### config.mk
export PLATFORM = sky130hd
export DESIGN_NAME = adaptive_roulette_selector
export DESIGN_NICKNAME = d
export VERILOG_FILES = /design/src/ars_pkg.sv /design/src/ars_div.sv /design/src/ars_dp.sv /design/src/ars_seq.sv /design/src/adaptive_roulette_selector.sv
export SDC_FILE = /design/constraint.sdc
export NUM_CORES = 2
export LEC_CHECK = 0
export BUFFER_PORTS_ARGS = -buffer_cell sky130_fd_sc_hd__buf_4
export CAP_MARGIN = 10
export CORE_ASPECT_RATIO = 0.7
export CORE_UTILIZATION = 28
export DETAILED_ROUTE_END_ITERATION = 10
export MAX_ROUTING_LAYER = met4
export SYNTH_ARGS = -nofsm -noshare
export SYNTH_HDL_FRONTEND = slang
export SYNTH_HIERARCHICAL = 1
export SYNTH_SLANG_ARGS = --single-unit
export TNS_END_PERCENT = 10
### constraint.sdc
create_clock -name i_clk -period 9.82 [get_ports i_clk]
set_input_delay 0.982 -clock i_clk [delete_from_list [all_inputs] [get_ports i_clk]]
set_output_delay 0.982 -clock i_clk [all_outputs]
set_load 0.03 [all_outputs]
### src/ars_pkg.sv
package ars_pkg;

    localparam int MAX_OPERATORS = 8;

    localparam int WEIGHT_W = 16;
    localparam int SCORE_W  = 24;
    localparam int COUNT_W  = 16;
    localparam int FRAC_W   = 16;
    localparam int CHOSEN_W = 3;
    localparam int TOTAL_W  = 19;
    localparam int AVG_W    = 25;
    localparam int RHO_W    = 9;
    localparam int REWARD_W = 8;

    localparam logic [RHO_W-1:0]   RHO_ONE   = 9'd256;
    localparam logic [AVG_W-1:0]   AVG_SAT   = 25'h100_0000;
    localparam logic [SCORE_W-1:0] SCORE_MAX = 24'hFF_FFFF;
    localparam logic [COUNT_W-1:0] COUNT_MAX = 16'hFFFF;

    localparam logic [3:0]          RST_OPERATOR_COUNT  = 4'd5;
    localparam logic [REWARD_W-1:0] RST_REWARD_NEW_BEST = 8'd33;
    localparam logic [REWARD_W-1:0] RST_REWARD_BETTER   = 8'd20;
    localparam logic [REWARD_W-1:0] RST_REWARD_ACCEPTED = 8'd13;
    localparam logic [RHO_W-1:0]    RST_REACTION_RATE   = 9'd26;

    typedef enum logic [1:0] {
        ACT_SELECT,
        ACT_REWARD,
        ACT_SEGMENT,
        ACT_NONE
    } t_action;

    typedef enum logic [1:0] {
        OUTCOME_NONE,
        OUTCOME_ACCEPTED,
        OUTCOME_BETTER,
        OUTCOME_NEW_BEST
    } t_outcome;

    typedef enum logic [2:0] {
        CFG_OPERATOR_COUNT,
        CFG_REWARD_NEW_BEST,
        CFG_REWARD_BETTER,
        CFG_REWARD_ACCEPTED,
        CFG_REACTION_RATE
    } t_cfg_idx;

    typedef struct packed {
        logic [REWARD_W-1:0] reward_new_best;
        logic [REWARD_W-1:0] reward_better;
        logic [REWARD_W-1:0] reward_accepted;
        logic [RHO_W-1:0]    rho;
    } t_cfg;

    typedef enum logic [3:0] {
        DP_NOP,
        DP_LOAD,
        DP_POINT,
        DP_CREDIT,
        DP_DIV_INIT,
        DP_BLEND,
        DP_WRITE,
        DP_CLEAR_NEXT,
        DP_RESTART,
        DP_SUM,
        DP_PRODUCT,
        DP_TARGET,
        DP_SCAN,
        DP_DONE
    } t_dp_op;

    typedef enum logic [3:0] {
        C_NEXT,
        C_JUMP,
        C_WAIT,
        C_ACTION,
        C_MORE_ACTIVE,
        C_MORE_ALL,
        C_NO_USES,
        C_DIV_BUSY,
        C_NOT_SELECT
    } t_cond;

    typedef logic [4:0] t_pc;

    localparam t_pc S_IDLE       = 5'd0;
    localparam t_pc S_DISPATCH   = 5'd1;
    localparam t_pc S_GO_SELECT  = 5'd2;
    localparam t_pc S_GO_REWARD  = 5'd3;
    localparam t_pc S_GO_SEGMENT = 5'd4;
    localparam t_pc S_GO_NONE    = 5'd5;
    localparam t_pc S_CREDIT     = 5'd6;
    localparam t_pc S_DIV_INIT   = 5'd7;
    localparam t_pc S_DIV_WAIT   = 5'd8;
    localparam t_pc S_BLEND      = 5'd9;
    localparam t_pc S_WRITE      = 5'd10;
    localparam t_pc S_SEG_NEXT   = 5'd11;
    localparam t_pc S_SUM_INIT   = 5'd12;
    localparam t_pc S_SUM        = 5'd13;
    localparam t_pc S_SUM_EXIT   = 5'd14;
    localparam t_pc S_PRODUCT    = 5'd15;
    localparam t_pc S_TARGET     = 5'd16;
    localparam t_pc S_SCAN       = 5'd17;
    localparam t_pc S_DONE       = 5'd18;

    typedef struct packed {
        t_dp_op op;
        t_cond  cond;
        t_pc    target;
    } t_uword;

    typedef struct packed {
        logic    more_active;
        logic    more_all;
        logic    no_uses;
        logic    div_busy;
        t_action action;
    } t_status;

    // The dispatch step adds the action code to its target, so the four
    // dispatch entries must stay consecutive and in action order.
    function automatic t_uword ucode(input t_pc pc);
        t_uword w;
        w = '{DP_NOP, C_JUMP, S_IDLE};
        case (pc)
            S_IDLE:       w = '{DP_LOAD,       C_WAIT,        S_IDLE};
            S_DISPATCH:   w = '{DP_NOP,        C_ACTION,      S_GO_SELECT};
            S_GO_SELECT:  w = '{DP_NOP,        C_JUMP,        S_SUM_INIT};
            S_GO_REWARD:  w = '{DP_POINT,      C_JUMP,        S_CREDIT};
            S_GO_SEGMENT: w = '{DP_NOP,        C_JUMP,        S_DIV_INIT};
            S_GO_NONE:    w = '{DP_NOP,        C_JUMP,        S_SUM_INIT};
            S_CREDIT:     w = '{DP_CREDIT,     C_JUMP,        S_SUM_INIT};
            S_DIV_INIT:   w = '{DP_DIV_INIT,   C_NO_USES,     S_SEG_NEXT};
            S_DIV_WAIT:   w = '{DP_NOP,        C_DIV_BUSY,    S_DIV_WAIT};
            S_BLEND:      w = '{DP_BLEND,      C_NEXT,        S_IDLE};
            S_WRITE:      w = '{DP_WRITE,      C_NEXT,        S_IDLE};
            S_SEG_NEXT:   w = '{DP_CLEAR_NEXT, C_MORE_ALL,    S_DIV_INIT};
            S_SUM_INIT:   w = '{DP_RESTART,    C_NEXT,        S_IDLE};
            S_SUM:        w = '{DP_SUM,        C_MORE_ACTIVE, S_SUM};
            S_SUM_EXIT:   w = '{DP_NOP,        C_NOT_SELECT,  S_DONE};
            S_PRODUCT:    w = '{DP_PRODUCT,    C_NEXT,        S_IDLE};
            S_TARGET:     w = '{DP_TARGET,     C_NEXT,        S_IDLE};
            S_SCAN:       w = '{DP_SCAN,       C_MORE_ACTIVE, S_SCAN};
            S_DONE:       w = '{DP_DONE,       C_JUMP,        S_IDLE};
            default:      w = '{DP_NOP,        C_JUMP,        S_IDLE};
        endcase
        return w;
    endfunction

endpackage

### src/ars_div.sv
module ars_div #(
    parameter int DIVIDEND_W = 32
) (
    input  logic                  i_clk,
    input  logic                  i_rst_n,
    input  logic                  i_start,
    input  logic [DIVIDEND_W-1:0] i_dividend,
    input  logic [15:0]           i_divisor,
    output logic                  o_busy,
    output logic [DIVIDEND_W-1:0] o_quotient
);

    localparam int CNT_W = $clog2(DIVIDEND_W + 1);

    logic [CNT_W-1:0]      r_count;
    logic [15:0]           r_rem;
    logic [15:0]           r_div;
    logic [DIVIDEND_W-1:0] r_quo;

    logic [16:0] w_trial;
    logic [16:0] w_diff;
    logic        w_fit;
    logic [15:0] n_rem;

    always_comb begin
        w_trial = {r_rem, r_quo[DIVIDEND_W-1]};
        w_fit   = (w_trial >= {1'b0, r_div});
        w_diff  = w_trial - {1'b0, r_div};
        n_rem   = w_fit ? w_diff[15:0] : w_trial[15:0];
    end

    always_ff @(posedge i_clk) begin
        if (!i_rst_n) begin
            r_count <= '0;
        end else if (i_start) begin
            r_count <= CNT_W'(DIVIDEND_W);
        end else if (r_count != '0) begin
            r_count <= r_count - 1'b1;
        end
    end

    always_ff @(posedge i_clk) begin
        if (i_start) begin
            r_rem <= '0;
            r_div <= i_divisor;
            r_quo <= i_dividend;
        end else if (r_count != '0) begin
            r_rem <= n_rem;
            r_quo <= {r_quo[DIVIDEND_W-2:0], w_fit};
        end
    end

    assign o_busy     = (r_count != '0);
    assign o_quotient = r_quo;

    a_rem_below_divisor: assert property (@(posedge i_clk) disable iff (!i_rst_n)
        (r_count != '0 && r_div != '0) |-> (r_rem < r_div))
        else $error("Partial remainder has reached the divisor.");

endmodule

### src/ars_dp.sv
module ars_dp #(
    parameter int WEIGHT_FRAC_BITS = 8,
    localparam int IDX_W = $clog2(ars_pkg::MAX_OPERATORS)
) (
    input  logic                                i_clk,
    input  logic                                i_rst_n,
    input  ars_pkg::t_dp_op                     i_op,
    input  ars_pkg::t_cfg                       i_cfg,
    input  logic [IDX_W-1:0]                    i_last,
    input  logic [1:0]                          i_action,
    input  logic [ars_pkg::FRAC_W-1:0]          i_random_fraction,
    input  logic [2:0]                          i_operator_index,
    input  logic [1:0]                          i_outcome,
    output ars_pkg::t_status                    o_status,
    output logic [ars_pkg::CHOSEN_W-1:0]        o_chosen_operator,
    output logic [ars_pkg::TOTAL_W-1:0]         o_total_weight
);

    localparam int ACC_W  = ars_pkg::WEIGHT_W + $clog2(ars_pkg::MAX_OPERATORS);
    localparam int PROD_W = ars_pkg::FRAC_W + ACC_W;
    localparam int DIVD_W = ars_pkg::SCORE_W + WEIGHT_FRAC_BITS;
    localparam logic [31:0] W_ONE_FULL = 32'd1 << WEIGHT_FRAC_BITS;
    localparam logic [ars_pkg::WEIGHT_W-1:0] W_RESET = W_ONE_FULL[ars_pkg::WEIGHT_W-1:0];

    logic [ars_pkg::WEIGHT_W-1:0] r_weight [ars_pkg::MAX_OPERATORS];
    logic [ars_pkg::SCORE_W-1:0]  r_score  [ars_pkg::MAX_OPERATORS];
    logic [ars_pkg::COUNT_W-1:0]  r_count  [ars_pkg::MAX_OPERATORS];

    logic [IDX_W-1:0]  r_op;
    logic [ACC_W-1:0]  r_acc;
    logic [IDX_W-1:0]  r_chosen;
    logic              r_found;
    logic              r_hit;

    ars_pkg::t_action  r_action;
    ars_pkg::t_outcome r_outcome;
    logic [ars_pkg::FRAC_W-1:0] r_frac;
    logic [2:0]        r_idx;
    logic [PROD_W-1:0] r_prod;
    logic [ACC_W-1:0]  r_target;
    logic [24:0]       r_pa;
    logic [33:0]       r_pb;

    logic [ars_pkg::WEIGHT_W-1:0] w_sel_weight;
    logic [ars_pkg::SCORE_W-1:0]  w_sel_score;
    logic [ars_pkg::COUNT_W-1:0]  w_sel_count;
    logic [ACC_W-1:0]             w_run;
    logic [ACC_W-1:0]             n_target;
    logic [7:0]                   w_idx_wide;
    logic [ars_pkg::REWARD_W-1:0] w_reward;
    logic [ars_pkg::SCORE_W:0]    w_score_sum;
    logic [ars_pkg::SCORE_W-1:0]  n_score;
    logic [ars_pkg::COUNT_W-1:0]  n_count;
    logic                         w_div_start;
    logic                         w_div_busy;
    logic [DIVD_W-1:0]            w_dividend;
    logic [DIVD_W-1:0]            w_quotient;
    logic [ars_pkg::AVG_W-1:0]    w_avg;
    logic [ars_pkg::RHO_W-1:0]    w_rho_inv;
    logic [34:0]                  w_blend_sum;
    logic [26:0]                  w_blend_shift;
    logic [ars_pkg::WEIGHT_W-1:0] n_weight;
    logic [31:0]                  w_total_wide;
    logic [7:0]                   w_chosen_wide;

    assign w_sel_weight = r_weight[r_op];
    assign w_sel_score  = r_score[r_op];
    assign w_sel_count  = r_count[r_op];

    always_comb begin
        w_run      = r_acc + ACC_W'(w_sel_weight);
        n_target   = r_prod[PROD_W-1:ars_pkg::FRAC_W] + 1'b1;
        w_idx_wide = 8'(r_idx);
        case (r_outcome)
            ars_pkg::OUTCOME_NEW_BEST: w_reward = i_cfg.reward_new_best;
            ars_pkg::OUTCOME_BETTER:   w_reward = i_cfg.reward_better;
            ars_pkg::OUTCOME_ACCEPTED: w_reward = i_cfg.reward_accepted;
            default:                   w_reward = '0;
        endcase
        w_score_sum = {1'b0, w_sel_score} + (ars_pkg::SCORE_W + 1)'(w_reward);
        n_score     = w_score_sum[ars_pkg::SCORE_W] ? ars_pkg::SCORE_MAX
                                                     : w_score_sum[ars_pkg::SCORE_W-1:0];
        n_count     = (w_sel_count == ars_pkg::COUNT_MAX) ? w_sel_count
                                                           : w_sel_count + 1'b1;
    end

    // Averages of 2^24 and above saturate the blended weight whenever rho is
    // non-zero, so the quotient is clamped there to keep the multiplier narrow.
    always_comb begin
        w_div_start   = (i_op == ars_pkg::DP_DIV_INIT);
        w_dividend    = {w_sel_score, {WEIGHT_FRAC_BITS{1'b0}}};
        w_avg         = (|w_quotient[DIVD_W-1:ars_pkg::SCORE_W]) ? ars_pkg::AVG_SAT
                        : {1'b0, w_quotient[ars_pkg::SCORE_W-1:0]};
        w_rho_inv     = ars_pkg::RHO_ONE - i_cfg.rho;
        w_blend_sum   = 35'(r_pa) + 35'(r_pb) + 35'd128;
        w_blend_shift = w_blend_sum[34:8];
        n_weight      = (|w_blend_shift[26:16]) ? 16'hFFFF : w_blend_shift[15:0];
    end

    ars_div #(
        .DIVIDEND_W (DIVD_W)
    ) u_div (
        .i_clk      (i_clk),
        .i_rst_n    (i_rst_n),
        .i_start    (w_div_start),
        .i_dividend (w_dividend),
        .i_divisor  (w_sel_count),
        .o_busy     (w_div_busy),
        .o_quotient (w_quotient)
    );

    always_ff @(posedge i_clk) begin
        if (!i_rst_n) begin
            for (int i = 0; i < ars_pkg::MAX_OPERATORS; i++) begin
                r_weight[i] <= W_RESET;
                r_score[i]  <= '0;
                r_count[i]  <= '0;
            end
            r_op     <= '0;
            r_acc    <= '0;
            r_chosen <= '0;
            r_found  <= 1'b0;
            r_hit    <= 1'b0;
        end else begin
            case (i_op)
                ars_pkg::DP_LOAD: begin
                    r_op     <= '0;
                    r_acc    <= '0;
                    r_chosen <= '0;
                    r_found  <= 1'b0;
                end
                ars_pkg::DP_POINT: begin
                    r_op  <= w_idx_wide[IDX_W-1:0];
                    r_hit <= (w_idx_wide <= 8'(i_last));
                end
                ars_pkg::DP_CREDIT: begin
                    if (r_hit) begin
                        r_score[r_op] <= n_score;
                        r_count[r_op] <= n_count;
                    end
                end
                ars_pkg::DP_WRITE: begin
                    r_weight[r_op] <= n_weight;
                end
                ars_pkg::DP_CLEAR_NEXT: begin
                    r_score[r_op] <= '0;
                    r_count[r_op] <= '0;
                    r_op          <= r_op + 1'b1;
                end
                ars_pkg::DP_RESTART: begin
                    r_op  <= '0;
                    r_acc <= '0;
                end
                ars_pkg::DP_SUM: begin
                    r_acc <= w_run;
                    r_op  <= r_op + 1'b1;
                end
                ars_pkg::DP_TARGET: begin
                    r_acc <= '0;
                    r_op  <= '0;
                end
                ars_pkg::DP_SCAN: begin
                    r_acc <= w_run;
                    r_op  <= r_op + 1'b1;
                    if (!r_found && (w_run >= r_target)) begin
                        r_chosen <= r_op;
                        r_found  <= 1'b1;
                    end
                end
                default: begin
                end
            endcase
        end
    end

    always_ff @(posedge i_clk) begin
        case (i_op)
            ars_pkg::DP_LOAD: begin
                r_action  <= ars_pkg::t_action'(i_action);
                r_outcome <= ars_pkg::t_outcome'(i_outcome);
                r_frac    <= i_random_fraction;
                r_idx     <= i_operator_index;
            end
            ars_pkg::DP_PRODUCT: begin
                r_prod <= PROD_W'(r_frac) * PROD_W'(r_acc);
            end
            ars_pkg::DP_TARGET: begin
                r_target <= n_target;
            end
            ars_pkg::DP_BLEND: begin
                r_pa <= 25'(w_rho_inv) * 25'(r_weight[r_op]);
                r_pb <= 34'(i_cfg.rho) * 34'(w_avg);
            end
            default: begin
            end
        endcase
    end

    always_comb begin
        o_status.more_active = (r_op != i_last);
        o_status.more_all    = (r_op != IDX_W'(ars_pkg::MAX_OPERATORS - 1));
        o_status.no_uses     = (w_sel_count == '0);
        o_status.div_busy    = w_div_busy;
        o_status.action      = r_action;
        w_total_wide         = 32'(r_acc);
        w_chosen_wide        = 8'(r_chosen);
        o_total_weight       = w_total_wide[ars_pkg::TOTAL_W-1:0];
        o_chosen_operator    = w_chosen_wide[ars_pkg::CHOSEN_W-1:0];
    end

    a_select_finds: assert property (@(posedge i_clk) disable iff (!i_rst_n)
        (i_op == ars_pkg::DP_DONE && r_action == ars_pkg::ACT_SELECT && r_acc != '0)
        |-> r_found)
        else $error("Selection ended without reaching the target.");

    a_chosen_active: assert property (@(posedge i_clk) disable iff (!i_rst_n)
        (i_op == ars_pkg::DP_DONE && r_action == ars_pkg::ACT_SELECT)
        |-> (r_chosen <= i_last))
        else $error("Chosen operator lies outside the active set.");

endmodule

### src/ars_seq.sv
module ars_seq (
    input  logic             i_clk,
    input  logic             i_rst_n,
    input  logic             i_start,
    input  ars_pkg::t_status i_status,
    output ars_pkg::t_dp_op  o_op,
    output logic             o_busy
);

    ars_pkg::t_pc    r_pc;
    ars_pkg::t_pc    n_pc;
    ars_pkg::t_uword w_word;

    assign w_word = ars_pkg::ucode(r_pc);

    always_comb begin
        case (w_word.cond)
            ars_pkg::C_NEXT:        n_pc = r_pc + 1'b1;
            ars_pkg::C_JUMP:        n_pc = w_word.target;
            ars_pkg::C_WAIT:        n_pc = i_start ? r_pc + 1'b1 : w_word.target;
            ars_pkg::C_ACTION:      n_pc = w_word.target + ars_pkg::t_pc'(i_status.action);
            ars_pkg::C_MORE_ACTIVE: n_pc = i_status.more_active ? w_word.target : r_pc + 1'b1;
            ars_pkg::C_MORE_ALL:    n_pc = i_status.more_all ? w_word.target : r_pc + 1'b1;
            ars_pkg::C_NO_USES:     n_pc = i_status.no_uses ? w_word.target : r_pc + 1'b1;
            ars_pkg::C_DIV_BUSY:    n_pc = i_status.div_busy ? w_word.target : r_pc + 1'b1;
            ars_pkg::C_NOT_SELECT:  n_pc = (i_status.action != ars_pkg::ACT_SELECT)
                                           ? w_word.target : r_pc + 1'b1;
            default:                n_pc = ars_pkg::S_IDLE;
        endcase
    end

    always_comb begin
        o_op   = w_word.op;
        o_busy = (r_pc != ars_pkg::S_IDLE);
    end

    always_ff @(posedge i_clk) begin
        if (!i_rst_n) begin
            r_pc <= ars_pkg::S_IDLE;
        end else begin
            r_pc <= n_pc;
        end
    end

    a_pc_in_program: assert property (@(posedge i_clk) disable iff (!i_rst_n)
        r_pc <= ars_pkg::S_DONE)
        else $error("Step counter has left the microprogram.");

    a_done_returns: assert property (@(posedge i_clk) disable iff (!i_rst_n)
        (r_pc == ars_pkg::S_DONE) |=> (r_pc == ars_pkg::S_IDLE))
        else $error("Result step did not return to idle.");

endmodule

### src/adaptive_roulette_selector.sv
// Channel   Dir  Ports                                              Transfer
// request   in   start, i_action, i_random_fraction,                start & !busy
//                i_operator_index, i_outcome
// result    out  o_valid, o_chosen_operator, o_total_weight         o_valid, one cycle
// config    in   i_cfg_we, i_cfg_idx, i_cfg_data                    i_cfg_we
//
// For every action, the microprogram sums the weights of the active operators before the
// result strobe; a select request then scans them against the scaled random fraction, a
// reward first credits the named operator, and a segment end first visits all eight table
// entries, dividing and blending the weight of each used one and clearing every entry.
// The microprogram visits the weight table one entry per step, and the divider produces
// one quotient bit per cycle.
// Reset is synchronous and loads every table at once; there is no clearing pass.
// busy stays high up to and including the strobe cycle; the receiver cannot stall.
module adaptive_roulette_selector #(
    parameter int WEIGHT_FRAC_BITS = 8
) (
    input  logic        i_clk,
    input  logic        i_rst_n,
    input  logic        start,
    output logic        busy,
    input  logic [1:0]  i_action,
    input  logic [15:0] i_random_fraction,
    input  logic [2:0]  i_operator_index,
    input  logic [1:0]  i_outcome,
    input  logic        i_cfg_we,
    input  logic [2:0]  i_cfg_idx,
    input  logic [8:0]  i_cfg_data,
    output logic        o_valid,
    output logic [2:0]  o_chosen_operator,
    output logic [18:0] o_total_weight
);

    localparam int IDX_W = $clog2(ars_pkg::MAX_OPERATORS);

    logic [3:0] r_operator_count;
    logic [7:0] r_reward_new_best;
    logic [7:0] r_reward_better;
    logic [7:0] r_reward_accepted;
    logic [8:0] r_reaction_rate;

    ars_pkg::t_cfg    w_cfg;
    ars_pkg::t_status w_status;
    ars_pkg::t_dp_op  w_op;
    logic [4:0]       w_cnt;
    logic [4:0]       w_max;
    logic [4:0]       w_last_wide;
    logic [IDX_W-1:0] w_last;

    always_ff @(posedge i_clk) begin
        if (!i_rst_n) begin
            r_operator_count  <= ars_pkg::RST_OPERATOR_COUNT;
            r_reward_new_best <= ars_pkg::RST_REWARD_NEW_BEST;
            r_reward_better   <= ars_pkg::RST_REWARD_BETTER;
            r_reward_accepted <= ars_pkg::RST_REWARD_ACCEPTED;
            r_reaction_rate   <= ars_pkg::RST_REACTION_RATE;
        end else if (i_cfg_we) begin
            case (i_cfg_idx)
                ars_pkg::CFG_OPERATOR_COUNT:  r_operator_count  <= i_cfg_data[3:0];
                ars_pkg::CFG_REWARD_NEW_BEST: r_reward_new_best <= i_cfg_data[7:0];
                ars_pkg::CFG_REWARD_BETTER:   r_reward_better   <= i_cfg_data[7:0];
                ars_pkg::CFG_REWARD_ACCEPTED: r_reward_accepted <= i_cfg_data[7:0];
                ars_pkg::CFG_REACTION_RATE:   r_reaction_rate   <= i_cfg_data;
                default: begin
                end
            endcase
        end
    end

    // A count of zero behaves as one and counts beyond the table as the full table.
    always_comb begin
        w_cnt = {1'b0, r_operator_count};
        w_max = 5'(ars_pkg::MAX_OPERATORS);
        if (w_cnt == 5'd0) begin
            w_last_wide = 5'd0;
        end else if (w_cnt > w_max) begin
            w_last_wide = w_max - 5'd1;
        end else begin
            w_last_wide = w_cnt - 5'd1;
        end
        w_last = w_last_wide[IDX_W-1:0];

        w_cfg.reward_new_best = r_reward_new_best;
        w_cfg.reward_better   = r_reward_better;
        w_cfg.reward_accepted = r_reward_accepted;
        w_cfg.rho             = (r_reaction_rate > ars_pkg::RHO_ONE) ? ars_pkg::RHO_ONE
                                                                      : r_reaction_rate;
    end

    ars_seq u_seq (
        .i_clk    (i_clk),
        .i_rst_n  (i_rst_n),
        .i_start  (start),
        .i_status (w_status),
        .o_op     (w_op),
        .o_busy   (busy)
    );

    ars_dp #(
        .WEIGHT_FRAC_BITS (WEIGHT_FRAC_BITS)
    ) u_dp (
        .i_clk             (i_clk),
        .i_rst_n           (i_rst_n),
        .i_op              (w_op),
        .i_cfg             (w_cfg),
        .i_last            (w_last),
        .i_action          (i_action),
        .i_random_fraction (i_random_fraction),
        .i_operator_index  (i_operator_index),
        .i_outcome         (i_outcome),
        .o_status          (w_status),
        .o_chosen_operator (o_chosen_operator),
        .o_total_weight    (o_total_weight)
    );

    assign o_valid = (w_op == ars_pkg::DP_DONE);

endmodule
; ---- Word level (Yosys, flattened, before mapping)
; Memories as Yosys holds them, arrays and structs flattened. A register that Yosys moved wholly into a read port is not among the register bits.
; Cells that the tools add are included.
[totals]
ff_bits = 275
latch_bits = 0
mem_bits_rw = 448
rom_bits = 416
inputBits = 39
out_inout_bits = 24
elab_cells = 168
memories = 4
[memory_table]
columns = name, words, word_bits, rd, rd_ports_with_merged_regs, wr, line
row1 = (no name shown), 32, 13, 1, 1, 0, ars_pkg.sv:125  ; case (pc)
row2 = u_dp.r_score, 8, 24, 1, 1, 8, ars_dp.sv:26  ; logic [ars_pkg::SCORE_W-1:0] r_score [ars_pkg::MAX_OPERATORS];
row3 = u_dp.r_count, 8, 16, 1, 1, 8, ars_dp.sv:27  ; logic [ars_pkg::COUNT_W-1:0] r_count [ars_pkg::MAX_OPERATORS];
row4 = u_dp.r_weight, 8, 16, 1, 1, 8, ars_dp.sv:25  ; logic [ars_pkg::WEIGHT_W-1:0] r_weight [ars_pkg::MAX_OPERATORS];
[op_classes]
add_sub_neg = 13
mul = 3
div = 0
n_lt_le_gt_ge = 5
n_eq_ne = 32
n_shift = 0
n_mux = 55
n_bitwise = 3
reduce_logical = 28
[ops]
columns = operator, count
row1 = 16-bit 2-to-1 mux, 6
row2 = 24-bit 2-to-1 mux, 3
row3 = 32-bit 2-to-1 mux, 2
row4 = 5-bit case mux with 9 select lines, 1
row5 = 19-bit case mux with 2 select lines, 1
row6 = 3-bit 2-to-1 mux, 12
row7 = 25-bit by 34-bit adder with 35-bit output, 1
row8 = "35-bit by 8-bit adder with 35-bit output, second input constant", 1
row9 = 16-bit by 19-bit multiplier with 35-bit output, 1
row10 = 5-bit 2-to-1 mux, 7
row11 = 9-bit by 25-bit multiplier with 34-bit output, 1
row12 = "4-bit by 3-bit equality test with 1-bit output, second input constant", 8
row13 = 16-bit OR reduction, 2
row14 = "4-bit equality test, second input constant", 7
row15 = 24-bit by 8-bit adder with 25-bit output, 1
row16 = 9-bit by 16-bit multiplier with 25-bit output, 1
row17 = 25-bit 2-to-1 mux, 1
row18 = 8-bit case mux with 3 select lines, 1
row19 = 24-bit OR reduction, 1
row20 = "19-bit by 1-bit adder with 19-bit output, second input constant", 1
row21 = 19-bit by 16-bit adder with 19-bit output, 1
row22 = 19-bit greater-or-equal comparator, 1
row23 = 17-bit by 16-bit greater-or-equal comparator with 1-bit output, 1
row24 = "16-bit by 1-bit adder with 16-bit output, second input constant", 1
row25 = other kinds (43), 76

; ---- Logic depth before layout (Yosys ltp)
[depth]
word_depth = 7
mapped_depth = 28
ltp_nobuf = 24

; ---- Hierarchy
; The synthesis kept the hierarchy.
[by_module_without_submodules]
columns = mod, instances, cells_each, area_each_um2, seq_area_each_um2
row1 = ars_dp, 1, 4648, 49861.6, 17656.9
row2 = ars_div, 1, 339, 3826.2, 1881.8
row3 = ars_seq, 1, 181, 1620.3, 360.3
row4 = adaptive_roulette_selector, 1, 161, 1615.3, 740.7

; ---- Worst setup path before layout
; Ideal clock, no wire load.
[synth_timing]
kind = register -> register
startpoint = register with a tool-made name
endpoint = register u_dp.r_pa[24] (data pin)
setup_ns = 0.268
arrival_ns = 6.525
required_ns = 9.552
slack_ns = 3.027
stages_incl_launch_ff = 26
path_buffers = 5
period_less_slack_ns = 6.793
cell_sequence = dfxtp_1 > buf_6 > buf_6 > buf_6 > buf_6 > buf_1 > mux4_2 > mux2i_1 > inv_1 > nand2_1 > fa_1 > inv_1 > fa_1 > fa_1 > inv_1 > fa_1 > inv_1 > ha_1 > o21ai_0 > a21oi_1 > o41ai_1 > o21ai_0 > o21ai_0 > o21ai_0 > o41ai_1 > xnor2_1
[synth_rtl]
columns = element, line
row1 = "end signal, assigned", ars_dp.sv:191  ; r_pa <= 25'(w_rho_inv) * 25'(r_weight[r_op]);
row2 = "end, declared", ars_dp.sv:41  ; logic [24:0] r_pa;

==> flow_summary.json <==
{
  "drt_iter0_drc": 3358,
  "critPathBufInv": 0,
  "port_buffers": 62,
  "root_buffer": "clkbuf_16",
  "grt-busiest-layer": "met2",
  "ios": 63,
  "clock_latency_ns": 0.70,
  "synthesis.area_um2": 56920,
  "tritoncts": "built",
  "cap_violations": 0,
  "end_kind": "register",
  "hold_violations": 0,
  "ys_seq_elements": 723,
  "syn-instance-count": 5329,
  "antenna_found_initial": 3,
  "drcViolationCount": 0,
  "synth.avg_cell_area_um2": 10.68,
  "grt_pass1_wl_um": 240800,
  "worstMarginPinSlew_ns": 1.188,
  "use_met3": 0.03380,
  "grt.overflow.total": 0,
  "fin_crit_sh": 0.7646,
  "critPathSlowestCell": "xor2_1",
  "cts_inserted_buffers": 77,
  "final_nets": 6183,
  "async_flop_share": 0,
  "clk_path_buf_depth": 3,
  "synth_ff_type": "edfxtp_1",
  "start_kind": "register",
  "fin_crit_ns": 7.508,
  "max_stage_delay_ns": 0.84,
  "start_util": 0.2818,
  "die_width_um": 540.9,
  "final_area_um2": 62940,
  "worst_ep_arrival_time_ns": 7.92,
  "ys_seq_area_frac": 0.3626,
  "numPlacedInstances": 7893,
  "final_cells": 8037,
  "outcome": "finished clean",
  "hold_slack_ns": 0.4569,
  "firstDrtPassIters": 6,
  "routed_wirelength_um": 155700,
  "cts-resized-gates": 0,
  "p_per_area_nw_per_um2": 273.0,
  "leakagePower_nw": 26.64,
  "reg2reg_depth": 19,
  "cp_max_fo": 13,
  "place_congestion": 0.8959,
  "vias": 39370,
  "worst_ep_required_time_ns": 10.23,
  "rsz0062_at_grt": "false",
  "grtUsageTotal": 0.1562,
  "fin_skew_ns": 0.05270,
  "max_clock_freq_ghz": 0.1332,
  "setup_viol": 0,
  "placed_area_um2": 60270,
  "grt_use_met2": 0.2273,
  "wl_per_cell_um": 19.37,
  "cts.sinks": 723,
  "grt_pass1_vias": 39930,
  "clkTransAtPathRegs_ns": 0.06,
  "cts_hold_buf": 0,
  "dieArea_um2": 205100,
  "ys_types": 119,
  "ant_nets": 0,
  "yosys_warnings": 6,
  "met1_usage": 0.2226,
  "crit_chain": "nor2b_1 -> nor3_1 -> nand2b_1 -> nor4_1 -> xor2_1 -> nor2_1 -> fa_1 -> fa_1 -> fa_1 -> fa_1 -> ha_1 -> o21ai_0 -> a21oi_1 -> o41ai_1 -> o21ai_0 -> o21ai_0 -> o21ai_0 -> o41ai_1 -> xnor2_1",
  "core_area_um2": 202000,
  "post-cts-setup-buffers": 0,
  "hold_path_class": "register to register",
  "synth-edff-count": 616,
  "ir_worst_vdd_mv": 0.5924,
  "hpwl_um": 109400,
  "htreeDepth": 3,
  "fin_setup_tns_ns": 0,
  "rows": 138,
  "grt_start_max_net_pins": 89,
  "vias_per_cell": 4.898,
  "cp.depth": 19,
  "path_class": "register to register",
  "chipHeight_um": 379.2,
  "critPathTopFamily": "adder cells",
  "place_ws_ns": 2.563,
  "slew-limit-headroom": 0.1877,
  "worstHoldPathCells": 2,
  "maxSlewViolCount": 0,
  "syn_to_final_growth_pct": 10.57,
  "nFillCells": 20550,
  "drive_gt1_frac": 0.09953,
  "worst_slack_ns": 2.312
}
==> state kept, by name, summed over array words and instances, names as in the netlist, 16 cells and up, named ones only <==
name	count
u_dp/u_div/o_quotient	32
u_dp/r_frac	16
u_dp/u_div/r_rem	16
u_dp/r_prod	19
u_dp/r_score	192
u_dp/o_total_weight	19
u_dp/r_weight	128
u_dp/r_count	128
u_dp/u_div/r_div	16
u_dp/r_pb	34
u_dp/r_pa	25
u_dp/r_target	19
==> cell families (layout without fill, tap and decap cells) <==
family / after synthesis / count (layout) / synth area share
buffers and inverters: 958 / 997 / 0.06717
multiplexers: 270 / 270 / 0.07449
adder cells (fa/ha/maj): 833 / 833 / 0.2490
other: 1 / 10 / 0.00006588
flip-flops: 723 / 723 / 0.3626
AO/OA/AOI/OAI: 642 / 642 / 0.07359
AND/OR/NAND/NOR: 1730 / 1730 / 0.1463
XOR/XNOR: 172 / 172 / 0.02686
==> synthesized netlist by cell type, drive strengths merged (43+ instances only) <==
master | count | area (um^2)
ha | 331 | 4141
fa | 500 | 10010
a21o | 53 | 397.9
mux4 | 112 | 2522
dfxtp | 107 | 2142
mux2i | 84 | 880.8
edfxtp | 616 | 18500
and2 | 302 | 1889
nand2 | 511 | 1921
clkbuf | 158 | 593.1
o21ai | 106 | 568.1
nor2b | 60 | 375.4
xor2 | 43 | 376.6
mux2 | 74 | 837.1
buf | 86 | 550.5
nor3 | 64 | 362.9
inv | 713 | 2676
xnor2 | 129 | 1152
nand3 | 76 | 385.4
nor2 | 531 | 2049
a21oi | 244 | 1225
==> path summary, 6_finish.rpt <==
kind                        start                    to  slack (ns)
max            r_reaction_rate[8]         u_dp/r_pa[24]        2.31
min          r_reward_new_best[4]  r_reward_new_best[4]        0.46
max reg2reg    r_reaction_rate[8]         u_dp/r_pa[24]        2.31
min reg2reg  r_reward_new_best[4]  r_reward_new_best[4]        0.46
==> through the flow <==
stage,power [mW],utilization
floorplan,11.47,-
global placement,13.99,0.2983
detailed placement,14.14,0.2983
CTS,17.27,0.3115
global route,18.56,0.3115
finish,17.18,0.3115
==> per-layer routing <==
metal / vias to the layer above / share of wire
met5: - / 0
met4: 0 / 0.016
met3: 162 / 0.082
met2: 1392 / 0.43
met1: 19920 / 0.47
li1: 17900 / -
==> where the power goes <==
group	switching [mW]	internal, mW
combinational	5.61	3.79
clock	1.35	1.75
sequential	0.658	4.03
total	7.61	9.57
==> tightest hold or removal path, stage by stage (launching register included) <==
cell and delay (ns):
dfxtp_1 0.31, nand2_1 0.05, mux2i_1 0.05
==> layout make-up <==
| type | count | area [um^2] | share of cell area |
|---|---|---|---|
| Antenna cell | 2 | 5.005 | 0.00007952 |
| Clock buffer | 97 | 2042 | 0.03244 |
| Clock inverter | 44 | 618.1 | 0.009821 |
| Inverter | 714 | 2680 | 0.04258 |
| Multi-Input combinational cell | 3655 | 32540 | 0.5170 |
| Sequential cell | 723 | 20650 | 0.3281 |
| Tap cell | 2660 | 3328 | 0.05288 |
| Timing Repair Buffer | 142 | 1076 | 0.01710 |
==> placed cells by master (no fill, tap or decap), types with 15 or more instances in the layout <==
cell	netlist	layout
mux2_2	70	70
a21o_1	53	53
o21ai_0	78	78
xor2_1	43	43
clkbuf_16	0	77
nand2_1	510	502
clkbuf_1	158	16
a22oi_1	19	19
a31oi_1	21	21
nand3_1	75	75
buf_4	14	140
dfxtp_1	107	104
edfxtp_1	616	616
nor2b_1	60	59
xnor2_1	126	126
inv_1	707	706
nor4_1	17	17
nand4_1	30	30
mux2i_1	78	77
and2_1	302	302
o21bai_1	17	17
a21oi_1	243	243
o21a_1	21	21
o211ai_1	23	23
nor2_2	13	15
fa_1	500	500
mux4_2	112	112
and3_1	35	34
nor3_1	58	56
nor2_1	516	514
ha_1	331	331
nand2b_1	31	31
o21ai_1	20	20
(Power assumes the default switching activity.)
